==> src/sv/virtual_compare_timer_mux_macros.svh <==
// Assertion helpers shared by the timer multiplexer RTL.
`ifndef VIRTUAL_COMPARE_TIMER_MUX_MACROS_SVH
`define VIRTUAL_COMPARE_TIMER_MUX_MACROS_SVH

`ifndef SYNTHESIS

// Check that cons holds in the same cycle as ante.
`define VCTM_ASSERT_SAME(label, clk, rst_n, ante, cons) \
    label: assert property (@(posedge clk) disable iff (!rst_n) (ante) |-> (cons)) \
        else $error("vctm: same-cycle check failed");

// Check that cons holds in the cycle after ante.
`define VCTM_ASSERT_NEXT(label, clk, rst_n, ante, cons) \
    label: assert property (@(posedge clk) disable iff (!rst_n) (ante) |=> (cons)) \
        else $error("vctm: next-cycle check failed");

`else

`define VCTM_ASSERT_SAME(label, clk, rst_n, ante, cons)
`define VCTM_ASSERT_NEXT(label, clk, rst_n, ante, cons)

`endif

`endif

==> src/sv/vctm_pkg.sv <==
package vctm_pkg;

    // Timer arithmetic width and result field width
    localparam int TimerBits  = 16;
    localparam int NumSources = 3;
    localparam int OutBits    = 16;
    localparam int SrcBits    = 2;
    localparam int OpBits     = 3;

    // Distance reported when no timer is armed
    localparam logic [OutBits-1:0] NoneDist = '1;

    typedef logic [TimerBits-1:0] t_time;
    typedef logic [OutBits-1:0]   t_out16;

    typedef enum logic [OpBits-1:0] {
        OP_START_ONESHOT  = 3'd0,
        OP_CANCEL_ONESHOT = 3'd1,
        OP_SET_PERIOD     = 3'd2,
        OP_SET_OFFSET     = 3'd3,
        OP_CANCEL_COMPARE = 3'd4,
        OP_TICK           = 3'd5
    } t_op;

    typedef enum logic [SrcBits-1:0] {
        SRC_ONESHOT  = 2'd0,
        SRC_PERIODIC = 2'd1,
        SRC_OFFSET   = 2'd2
    } t_src;

    // Outcome of the nearest-timer selection
    typedef struct packed {
        logic               found;
        logic [SrcBits-1:0] src;
        t_time              sched;
        t_time              span;
    } t_pick;

    // Result item, first field in the highest bits
    typedef struct packed {
        logic [1:0]         pad;
        t_out16             oneshot_elapsed;
        t_out16             time_to_fire;
        t_out16             next_compare;
        logic               next_armed;
        logic [SrcBits-1:0] next_source;
        logic [SrcBits-1:0] fired_source;
        logic               fired;
    } t_result;

endpackage

==> src/sv/virtual_compare_timer_mux.sv <==
// Channel   Dir  Handshake              Payload
// s (cmd)   in   i_s_tvalid/o_s_tready  i_s_tuser = op, i_s_tdata = amount
// m (res)   out  o_m_tvalid/i_m_tready  o_m_tdata = fired .. oneshot_elapsed
//
// One item per cycle while the result side is not stalled: a command or tick is
// held in the input register, then the timer state updates and the result is
// registered at the same edge. The three-way compare and nearest-timer selection
// sit in a single stage, between the input register and the result register.
// Synchronous active-low reset clears all timer state and both valid flags.
// A stalled result holds the input register, which backs up into o_s_tready.
`include "virtual_compare_timer_mux_macros.svh"

module virtual_compare_timer_mux (
    input  logic        i_clk,
    input  logic        i_rst_n,
    input  logic        i_s_tvalid,
    output logic        o_s_tready,
    input  logic [15:0] i_s_tdata,   // [15:0] amount
    input  logic [2:0]  i_s_tuser,   // [2:0] op
    output logic        o_m_tvalid,
    input  logic        i_m_tready,
    output logic [55:0] o_m_tdata    // [0] fired, [2:1] fired_source, [4:3] next_source,
                                     // [5] next_armed, [21:6] next_compare,
                                     // [37:22] time_to_fire, [53:38] oneshot_elapsed,
                                     // [55:54] zero
);
    import vctm_pkg::*;

    // Input register
    logic                r_in_valid;
    logic [OpBits-1:0]   r_op;
    t_time               r_amt;

    // Timer state
    t_time                        r_counter,    n_counter;
    t_time [NumSources-1:0]       r_compare,    n_compare;
    logic [NumSources-1:0]        r_armed,      n_armed;
    t_time                        r_last_fire,  n_last_fire;
    t_time                        r_sched_time, n_sched_time;
    logic [SrcBits-1:0]           r_sched_src,  n_sched_src;
    t_time                        r_period,     n_period;
    t_time                        r_base,       n_base;
    t_time                        r_offset,     n_offset;
    t_time                        r_total,      n_total;

    // Result register
    logic                r_out_valid;
    t_result             r_res,        n_res;

    logic                w_advance;
    logic                w_fired;
    logic [SrcBits-1:0]  w_fsrc;
    logic                w_el_armed;
    t_time               w_elapsed;
    t_pick               w_pick;

    // Move the input item into the stage when the result slot is free or draining
    assign w_advance  = r_in_valid && (!r_out_valid || i_m_tready);
    assign o_s_tready = !r_in_valid || w_advance;
    assign o_m_tvalid = r_out_valid;
    assign o_m_tdata  = r_res;

    always_ff @(posedge i_clk) begin
        if (!i_rst_n) begin
            r_in_valid <= 1'b0;
        end else if (i_s_tvalid && o_s_tready) begin
            r_in_valid <= 1'b1;
        end else if (w_advance) begin
            r_in_valid <= 1'b0;
        end
    end

    always_ff @(posedge i_clk) begin
        if (i_s_tvalid && o_s_tready) begin
            r_op  <= i_s_tuser;
            r_amt <= TimerBits'(i_s_tdata[15:0]);
        end
    end

    // Apply the command or tick to the timer state
    always_comb begin
        n_counter   = r_counter;
        n_compare   = r_compare;
        n_armed     = r_armed;
        n_last_fire = r_last_fire;
        n_period    = r_period;
        n_base      = r_base;
        n_offset    = r_offset;
        n_total     = r_total;
        w_fired     = 1'b0;
        w_fsrc      = SRC_ONESHOT;
        unique case (r_op)
            OP_START_ONESHOT: begin
                n_total      = r_amt;
                n_compare[0] = r_compare[0] + r_amt;
                n_armed[0]   = 1'b1;
            end
            OP_CANCEL_ONESHOT: begin
                n_total      = '0;
                n_compare[0] = '0;
                n_armed[0]   = 1'b0;
            end
            OP_SET_PERIOD: begin
                n_period     = r_amt;
                n_base       = r_compare[1];
                n_compare[1] = r_compare[1] + r_amt;
                n_armed[1]   = 1'b1;
            end
            OP_SET_OFFSET: begin
                n_offset     = r_amt;
                n_compare[2] = r_base + r_amt;
                n_armed[2]   = 1'b1;
            end
            OP_CANCEL_COMPARE: begin
                n_armed[2] = 1'b0;
            end
            OP_TICK: begin
                n_counter = r_counter + 1'b1;
                if ((|r_armed) && n_counter == r_sched_time) begin
                    w_fired     = 1'b1;
                    w_fsrc      = r_sched_src;
                    n_last_fire = r_sched_time;
                    unique case (r_sched_src)
                        SRC_ONESHOT: begin
                            n_armed[0] = 1'b0;
                        end
                        SRC_PERIODIC: begin
                            n_base       = r_compare[1];
                            n_compare[1] = r_compare[1] + r_period;
                        end
                        default: begin
                            // rearm the offset from the pending overflow compare
                            n_compare[2] = r_compare[1] + r_offset;
                        end
                    endcase
                end
            end
            default: ;
        endcase
    end

    vctm_select u_select (
        .i_armed     (n_armed),
        .i_compare   (n_compare),
        .i_last_fire (n_last_fire),
        .i_prev_time (r_sched_time),
        .i_prev_src  (r_sched_src),
        .o_pick      (w_pick)
    );

    assign n_sched_time = w_pick.sched;
    assign n_sched_src  = w_pick.src;

    // Sample one-shot progress before a firing one-shot is disarmed
    assign w_el_armed = w_fired ? r_armed[0] : n_armed[0];
    assign w_elapsed  = w_el_armed ? (n_total - (n_compare[0] - n_counter)) : '0;

    // Assemble the result item
    always_comb begin
        n_res                 = '0;
        n_res.fired           = w_fired;
        n_res.fired_source    = w_fsrc;
        n_res.next_source     = w_pick.src;
        n_res.next_armed      = |n_armed;
        n_res.next_compare    = OutBits'(w_pick.sched);
        n_res.time_to_fire    = w_pick.found ? OutBits'(w_pick.span) : NoneDist;
        n_res.oneshot_elapsed = OutBits'(w_elapsed);
    end

    // Commit state on each advanced item
    always_ff @(posedge i_clk) begin
        if (!i_rst_n) begin
            r_counter    <= '0;
            r_compare    <= '0;
            r_armed      <= '0;
            r_last_fire  <= '0;
            r_sched_time <= '0;
            r_sched_src  <= '0;
            r_period     <= '0;
            r_base       <= '0;
            r_offset     <= '0;
            r_total      <= '0;
        end else if (w_advance) begin
            r_counter    <= n_counter;
            r_compare    <= n_compare;
            r_armed      <= n_armed;
            r_last_fire  <= n_last_fire;
            r_sched_time <= n_sched_time;
            r_sched_src  <= n_sched_src;
            r_period     <= n_period;
            r_base       <= n_base;
            r_offset     <= n_offset;
            r_total      <= n_total;
        end
    end

    // Hold the result until its transfer completes
    always_ff @(posedge i_clk) begin
        if (!i_rst_n) begin
            r_out_valid <= 1'b0;
        end else if (w_advance) begin
            r_out_valid <= 1'b1;
        end else if (i_m_tready) begin
            r_out_valid <= 1'b0;
        end
    end

    always_ff @(posedge i_clk) begin
        if (w_advance) begin
            r_res <= n_res;
        end
    end

    // A result without a match names no source
    `VCTM_ASSERT_SAME(a_nofire_src, i_clk, i_rst_n, r_out_valid && !r_res.fired, r_res.fired_source == SRC_ONESHOT)
    // With nothing armed the distance reads all ones
    `VCTM_ASSERT_SAME(a_idle_dist, i_clk, i_rst_n, r_out_valid && !r_res.next_armed, r_res.time_to_fire == NoneDist)
    // Only a tick moves the counter
    `VCTM_ASSERT_NEXT(a_counter_hold, i_clk, i_rst_n, !(w_advance && r_op == OP_TICK), $stable(r_counter))
    // A one-shot match disarms the one-shot
    `VCTM_ASSERT_NEXT(a_oneshot_disarm, i_clk, i_rst_n, w_advance && w_fired && w_fsrc == SRC_ONESHOT, !r_armed[0])

endmodule

==> src/sv/vctm_select.sv <==
module vctm_select (
    input  logic [vctm_pkg::NumSources-1:0]                 i_armed,
    input  vctm_pkg::t_time [vctm_pkg::NumSources-1:0]      i_compare,
    input  vctm_pkg::t_time                                 i_last_fire,
    input  vctm_pkg::t_time                                 i_prev_time,
    input  logic [vctm_pkg::SrcBits-1:0]                    i_prev_src,
    output vctm_pkg::t_pick                                 o_pick
);
    import vctm_pkg::*;

    // Pick the armed timer nearest to the last fire time; ties go to the lower source
    always_comb begin
        t_time d;
        o_pick.found = 1'b0;
        o_pick.span  = '1;
        o_pick.sched = i_prev_time;
        o_pick.src   = i_prev_src;
        for (int i = 0; i < NumSources; i++) begin
            d = i_compare[i] - i_last_fire;
            if (i_armed[i] && (!o_pick.found || d < o_pick.span)) begin
                o_pick.found = 1'b1;
                o_pick.span  = d;
                o_pick.sched = i_compare[i];
                o_pick.src   = SrcBits'(i);
            end
        end
    end

endmodule

==> config.mk <==
export PLATFORM = sky130hd
export DESIGN_NAME = virtual_compare_timer_mux
export DESIGN_NICKNAME = d
export VERILOG_FILES = /design/src/sv/vctm_pkg.sv /design/src/sv/virtual_compare_timer_mux.sv /design/src/sv/vctm_select.sv
export VERILOG_INCLUDE_DIRS = /design/src /design/src/sv
export SDC_FILE = /design/constraint.sdc
export NUM_CORES = 1
export LEC_CHECK = 0
export BUFFER_PORTS_ARGS = -buffer_cell sky130_fd_sc_hd__buf_2
export CORE_UTILIZATION = 45
export CTS_CLUSTER_SIZE = 8
export DETAILED_ROUTE_END_ITERATION = 10
export PLACE_DENSITY = 0.64
export SYNTH_ARGS = -nofsm -noshare
export SYNTH_HDL_FRONTEND = slang
export SYNTH_SLANG_ARGS = --single-unit
==> constraint.sdc <==
create_clock -name i_clk -period 11.8 [get_ports i_clk]
set_input_delay 0 -clock i_clk [delete_from_list [all_inputs] [get_ports i_clk]]
set_output_delay 0 -clock i_clk [all_outputs]
set_load 0.01 [all_outputs]
==> results by group, run 1 <==
Worst setup path
  • Critical path arrival: 11.36 ns
  • Reg-to-reg endpoint: r_sched_time[4]
  • Worst Path Max Fanout: 35
  • Critical path startpoint category: flip-flop
  • R2R Path Start: r_counter[0]
  • CP required: 12.25 ns
  • Crit. End Element: flip-flop
  • Crit-path slowest cell: o21ai_4
  • Critical Path Most Common Cell: ha_1
  • Worst reg2reg setup slack: 0.89 ns
  • Worst path max stage delay: around 0.81 ns
  • Critical setup path kind: reg -> reg
  • FF-to-FF path depth: 35

Route
  • Post-Route WL: 60.5 mm
  • Antenna Nets Post-Route: 0
  • DR WL/cell: 21.6 um
  • Via count: 16800
  • DRC: 0
  • Drt first pass iters: 6
  • DR iter-0 viols: 1480
  • Avg Vias per Cell: 6.00

Clock tree
  • CTS buffer count: 36
  • Post-CTS setup buffer count: 0
  • CTS resizes: 0
  • Clk slew on worst S/H paths: 0.05 ns
  • CTS tree: done
  • Number of H-tree levels: 2
  • Clock Sinks: 240
  • Root Driver: clkbuf_16
  • Clock tree buffer depth: 3
  • Worst-Skew Late Latency: 0.56 ns

Synthesis
  • Top_reg_cell synth: dfxtp_1
  • Syn_area_per_cell: between 8 and 9 um^2
  • Synthesis-stage register bit count: 240
  • Yosys warnings: 0
  • Number of synthesized flops with an enable pin: 73
  • Cells after synthesis: 2187
  • Share of the yosys chip area belonging to registers: 30.8%
  • Top cells by area, synth: dfxtp_1, edfxtp_1, ha_1, nand2_1, a21oi_1
  • Top cell type's share of synthesized area: 18.6%
  • Synth async-reset ratio: 0%
  • Mapped cell area: between 0.015 and 0.02 mm^2
  • Cell variety after synth: 80
  • Yosys top cell by area: dfxtp_1

Placed design
  • # port buffers: 78
  • DP Wirelength: roughly 46 mm
  • Gpl congestion: 0.949
  • Pre-CTS WS: 1.07 ns

Min path
  • Worst Hold Class: in -> reg
  • Worst hold start: i_s_tdata[6]
  • Hold Path Depth: 2
  • Worst hold endpoint: r_amt[6]

Global route
  • Global-route wire length before repair: roughly 93 mm
  • Number of global-route vias before repair: approximately 16000
  • Largest net degree at the start of global routing: 86
  • Gr usage total: between 20 and 30%
  • GRT Residual Overflow: 0
  • Antenna violations before repair: 0

Timing
  • Setup violators final: 0
  • Fin crit period: 10.91 ns
  • Final hold vios: 0
  • WHS: around 0.15 ns
  • Slew Limit Fails: 0
  • Clock Skew: 0.0222 ns
  • Slew @ Worst Pin: 1.36 ns
  • Maximum clock rate: 91.6 MHz
  • Slew margin rel.: a little under a tenth
  • Part of the cycle the worst path needs: 92.5%
  • RSZ-0062 raised after global routing: no
  • Final setup margin: 0.888 ns
  • Sum Neg Setup Slack: 0 ns

Die
  • Die Ht: 202 um
  • Die area: 0.0408 mm^2
  • Die width: approximately 200 um
  • Ports: 81
  • Row count: just over 70
  • Core Area: 0.0390 mm^2
  • Starting Density: a little under half

Flow run
  • Max-cap check violation count: 0

Layout
  • Share of cells above drive strength 1: about 8.4%
  • Final net count: 2480
  • Area Overhead vs Synth: 12.4%
  • ANT cells: 0

Power and ir drop
  • Peak supply drop: 0.000103 V
  • Leakage power: 8.48 nW
  • PD cells: 139 mW/mm^2

Status
  • Run status: finished, final reports clean
## routing by layer
layer	vias up	share of wire [%]	routed length, um	GRT usage [%]
met1	8011	44	26800	40.2
met2	629	45	27100	46.9
met5	-	0	0	0
met3	119	7.2	4380	4.18
met4	0	3.7	2220	11.7
li1	8057	-	-	-
## cell usage in the layout (no fill, tap or decap), types with 17 or more instances in the layout
| master | count |
|---|---|
| a21oi_1 | 196 |
| nor3_1 | 55 |
| mux2i_1 | 33 |
| xnor2_1 | 93 |
| nor2b_1 | 26 |
| and3_1 | 24 |
| nor2_1 | 235 |
| nand2_1 | 275 |
| fa_1 | 23 |
| xor2_1 | 65 |
| buf_2 | 78 |
| nand2b_1 | 17 |
| inv_1 | 64 |
| ha_1 | 167 |
| edfxtp_1 | 73 |
| o21ai_0 | 102 |
| clkbuf_16 | 36 |
| a22oi_1 | 17 |
| a21o_1 | 43 |
| a211oi_1 | 75 |
| dlygate4sd3_1 | 23 |
| nand3_1 | 59 |
| buf_4 | 45 |
| dfxtp_1 | 167 |
| or3_1 | 21 |
| o21a_1 | 23 |
## worst max-delay path, delay by kind of cell, from the launching register on
| kind | cells | cell delay, ns |
|---|---|---|
| AOI/OAI and AO/OA | 17 | 5.17 |
| and+or+nand+nor | 10 | 2.51 |
| adders and majority gates | 4 | 1.32 |
| buffers and inverters | 2 | 0.73 |
| DFF | 1 | 0.47 |
| muxes | 1 | 0.44 |
| xor gates and xnor gates | 1 | 0.12 |
## sequential cells by signal (all words and copies together), names as in the netlist
signal	flops
o_m_tdata	54
r_sched_time	16
r_counter	16
r_sched_src	2
r_armed	3
o_m_tvalid	1
r_in_valid	1
r_period	16
r_total	16
r_compare	48
r_amt	16
r_last_fire	16
r_base	16
r_offset	16
r_op	3
## cell type report
type	count	area (um^2)
clock buffer	52	981
clock inverter	4	50.0
fill	3686	18800
inverter	67	259
multi-input combinational	1775	11800
sequential	240	5540
tap	518	648
timing repair buffer	147	978
## metrics by stage
stage	cell area [um^2]	cells	power [mW]	utilization (%)
4_1_cts	20200	2803	2.83	51.9
6_report	20200	2803	2.82	51.9
2_1_floorplan	18000	2188	1.58	-
3_5_place_dp	19000	2724	1.84	48.6
3_3_place_gp	19000	2724	1.83	48.6
5_1_grt	20200	2803	2.96	51.9
## synth_stat cells, types with 7 or more instances
cell,instances
nand2_1,275
nor2_1,235
a21oi_1,197
dfxtp_1,167
ha_1,167
o21ai_0,103
xnor2_1,93
clkbuf_1,79
a211oi_1,75
edfxtp_1,73
xor2_1,65
inv_1,64
nand3_1,59
nor3_1,55
a21o_1,43
mux2i_1,33
nor2b_1,26
and3_1,24
fa_1,23
o21a_1,23
or3_1,21
nand2b_1,18
a22oi_1,17
a31oi_1,16
nand3b_1,16
buf_2,15
o311ai_1,15
and2_1,11
o211ai_1,11
nand4_1,10
o21bai_1,9
a221oi_1,8
o2111ai_1,8
o22ai_1,8
o21ai_1,7
or2_2,7
## worst max path at each step
stage | from | end | slack [ns] | cells after the start
2_1_floorplan | r_counter[0] | o_m_tdata[16] | 2.71 | 39
3_3_place_gp | r_counter[4] | o_m_tdata[16] | 1.35 | 32
3_5_place_dp | r_counter[0] | o_m_tdata[16] | 1.07 | 33
4_1_cts | r_counter[0] | o_m_tdata[16] | 1.10 | 33
5_1_grt | r_counter[0] | o_m_tdata[21] | 0.11 | 35
6_report | r_counter[0] | r_sched_time[4] | 0.89 | 35
## cell families after synthesis
group / Yosys count / share of synthesized area, %
xor gates and xnor gates: 158 / 7.69
buffers and inverters: 173 / 3.89
DFF: 240 / 30.8
AOI/OAI and AO/OA: 606 / 21.8
muxes: 36 / 2.02
and+or+nand+nor: 783 / 19.7
adders and majority gates: 190 / 14.2
other: 1 / 0.0208
## what timing repair did
| action | CTS | global route |
|---|---|---|
| hold buffers | 23 | 0 |
| setup endpoints to repair | 0 | 0 |
| endpoints found under the hold margin | 35 | 0 |
## report_power, final
part           leakage, nW  internal, mW  switching [mW]
combinational         5.92         0.349           0.539
clock                0.500         0.575           0.399
sequential            2.06         0.911          0.0477
(Power assumes the default switching activity.)
==> inputs of run 2 (changes only) <==
ABC_AREA = 1   (was not set)
==> run 2 against run 1 <==
Effect of this change: register-to-register slack improved by 0.80 ns; global-route usage about the same; die area up 0.55%; design area up 0.22%; sequential share of layout area is 0.059 points lower; fmax grew 7.9%; sequential power is essentially flat; core utilization decreased by 0.84 points; clock skew decreased by 0.0012 ns; clock-buffer cell count unchanged; critical path type unchanged; largest cell class unchanged.
==> results by group, run 2 <==
Die
  • Die area: slightly above 0.04 mm^2
  • Die Ht: between 200 and 250 um
  • Starting Density: between 40 and 50%
  • Die width: between 200 and 250 um
  • Core Area: 0.0397 mm^2
  • Row count: 73
  • Ports: 81

Clock tree
  • CTS buffer count: 36
  • Clock Sinks: 240
  • Number of H-tree levels: 2
  • Root Driver: clkbuf_16
  • Worst-Skew Late Latency: approximately 0.57 ns
  • Post-CTS setup buffer count: 0
  • CTS tree: done
  • Clock tree buffer depth: 3
  • Clk slew on worst S/H paths: 0.06 ns

Worst setup path
  • Crit. End Element: flip-flop
  • Critical path arrival: 10.41 ns
  • Top cell family by delay on the critical path: compound AO/OA/AOI/OAI gates
  • CP required: approximately 12 ns
  • Worst reg2reg setup slack: 1.69 ns
  • Crit-path slowest cell: fa_1
  • Worst path max stage delay: 0.45 ns
  • Critical Path Most Common Cell: nand2_1
  • Buf+Inv Stages, Crit Path: 6
  • Critical setup path kind: reg -> reg
  • FF-to-FF path depth: 51
  • Reg-to-reg endpoint: o_m_tdata[37]
  • R2R Path Start: r_counter[0]
  • Worst Path Max Fanout: 33
  • Critical path startpoint category: flip-flop

Min path
  • Worst hold endpoint: r_amt[1]
  • Worst Hold Class: in -> reg
  • Worst hold start: i_s_tdata[1]
  • Hold Path Depth: 2

Synthesis
  • Top_reg_cell synth: dfxtp_1
  • Yosys top cell by area: dfxtp_1
  • Top cell type's share of synthesized area: 18.5%
  • Top cells by area, synth: dfxtp_1, edfxtp_1, ha_1, nand2_1, inv_1
  • Yosys warnings: 0
  • Synthesis-stage register bit count: 240
  • Synth async-reset ratio: 0%
  • Most common library cells after synthesis: nand2_1, inv_1, o21ai_0, a21oi_1, nor2_1
  • Number of synthesized flops with an enable pin: 73
  • Count leader, synth: nand2_1
  • Mapped cell area: about 0.018 mm^2
  • Syn_area_per_cell: 7.08 um^2
  • Cells after synthesis: roughly 2600
  • Cell variety after synth: 53
  • Share of the yosys chip area belonging to registers: between 30 and 40%

Timing
  • Setup violators final: 0
  • Sum Neg Setup Slack: 0 ns
  • RSZ-0062 raised after global routing: no
  • Final hold vios: 0
  • Fin crit period: approximately 10 ns
  • Maximum clock rate: 98.9 MHz
  • Part of the cycle the worst path needs: around 86%
  • Slew margin rel.: 17.1%
  • Clock Skew: 0.0210 ns
  • Slew @ Worst Pin: 1.23 ns
  • Slew Limit Fails: 0

Layout
  • ANT cells: 0
  • Final net count: 2847
  • Area Overhead vs Synth: 12.1%
  • Fillers: 3934
  • Commonest non-fill, non-tap cell in the layout: nand2_1
  • Max reg flops: 54
  • Post-Layout Cell Count: ~3200
  • Area of the multi-input gates: 0.0106 mm^2
  • Sequential cell area: 0.00554 mm^2
  • Highest-count cells in the layout ignoring fill and taps: nand2_1, inv_1, o21ai_0, a21oi_1, nor2_1
  • Share of cells above drive strength 1: 7.69%

Global route
  • Largest net degree at the start of global routing: 84
  • Busiest grt layer: met2
  • Global-route wire length before repair: 92.6 mm
  • Met3 Use GR: 5.02%
  • Grt met1 use: 40.8%
  • Gr usage total: 29.5%
  • GR Layer Usage met2: 45.4%
  • Number of global-route vias before repair: 16300
  • GRT Residual Overflow: 0
  • Antenna violations before repair: 1

Placed design
  • DP Wirelength: 45.7 mm
  • # port buffers: 78
  • Gpl congestion: 0.973
  • Cells after DPL: about 3100

Route
  • Drt first pass iters: 7
  • DRC: 0
  • Via count: between 15000 and 20000
  • DR iter-0 viols: 1334
  • Antenna Nets Post-Route: 0
  • Post-Route WL: 60.2 mm
  • DR WL/cell: 18.9 um
  • Avg Vias per Cell: 5.46

Power and ir drop
  • Peak supply drop: 0.000115 V
  • PD cells: 140 mW/mm^2
  • Leakage power: 9.82 nW

Status
  • Run status: finished, final reports clean

Flow run
  • Max-cap check violation count: 0
-- run 2: cell type report --
| class | count | share of cell area (%) |
|---|---|---|
| sequential | 240 | 27.3 |
| clock inverter | 4 | 0.265 |
| clock buffer | 52 | 4.74 |
| timing repair buffer | 136 | 4.36 |
| tap | 525 | 3.24 |
| inverter | 411 | 7.62 |
| multi-input combinational | 1809 | 52.5 |
-- run 2: through the flow --
stage          total power [mW]  setup WS, ns  utilization [%]  hold WS [ns]  area, um^2
3_5_place_dp               1.87          1.93             47.9         0.178       19000
6_report                   2.84          1.69             51.0         0.149       20300
3_3_place_gp               1.86          2.37             47.9         0.176       19000
2_1_floorplan              1.61          3.60                -        0.0989       18100
4_1_cts                    2.85          1.91             51.0         0.126       20300
5_1_grt                    3.02         0.799             51.0         0.136       20300
-- run 2: timing repair --
action / CTS / global route
hold endpoints to repair: 21 / 0
resized for setup: 0 / 0
hold buffers: 23 / 0
-- run 2: worst max path at each step --
stage | start | end | cells after the start
5_1_grt | r_counter[0] | o_m_tdata[24] | 50
4_1_cts | r_counter[0] | o_m_tdata[28] | 51
6_report | r_counter[0] | o_m_tdata[37] | 51
2_1_floorplan | r_counter[0] | o_m_tdata[24] | 50
3_5_place_dp | r_counter[0] | o_m_tdata[37] | 51
3_3_place_gp | r_counter[0] | o_m_tdata[37] | 51
-- run 2: metal layers --
layer	share of wire (%)	up-vias
met1	47	8067
met5	0	-
met3	6.7	122
met2	43	535
met4	4.1	0
li1	-	8638
-- run 2: logic make-up after synthesis --
family                   Yosys count  synth area share [%]
AO/OA/AOI/OAI                    706                  21.3
XOR/XNOR                          83                  4.09
adder cells (fa/ha/maj)          190                  14.1
buffers and inverters            506                  10.7
flip-flops                       240                  30.6
multiplexers                       1                0.0553
other                              1                0.0207
AND/OR/NAND/NOR                  827                  19.1
-- run 2: power by group --
part	total (mW)	internal, mW	switching, mW
logic	0.918	0.327	0.591
clock network	0.961	0.564	0.397
registers	0.962	0.915	0.0472
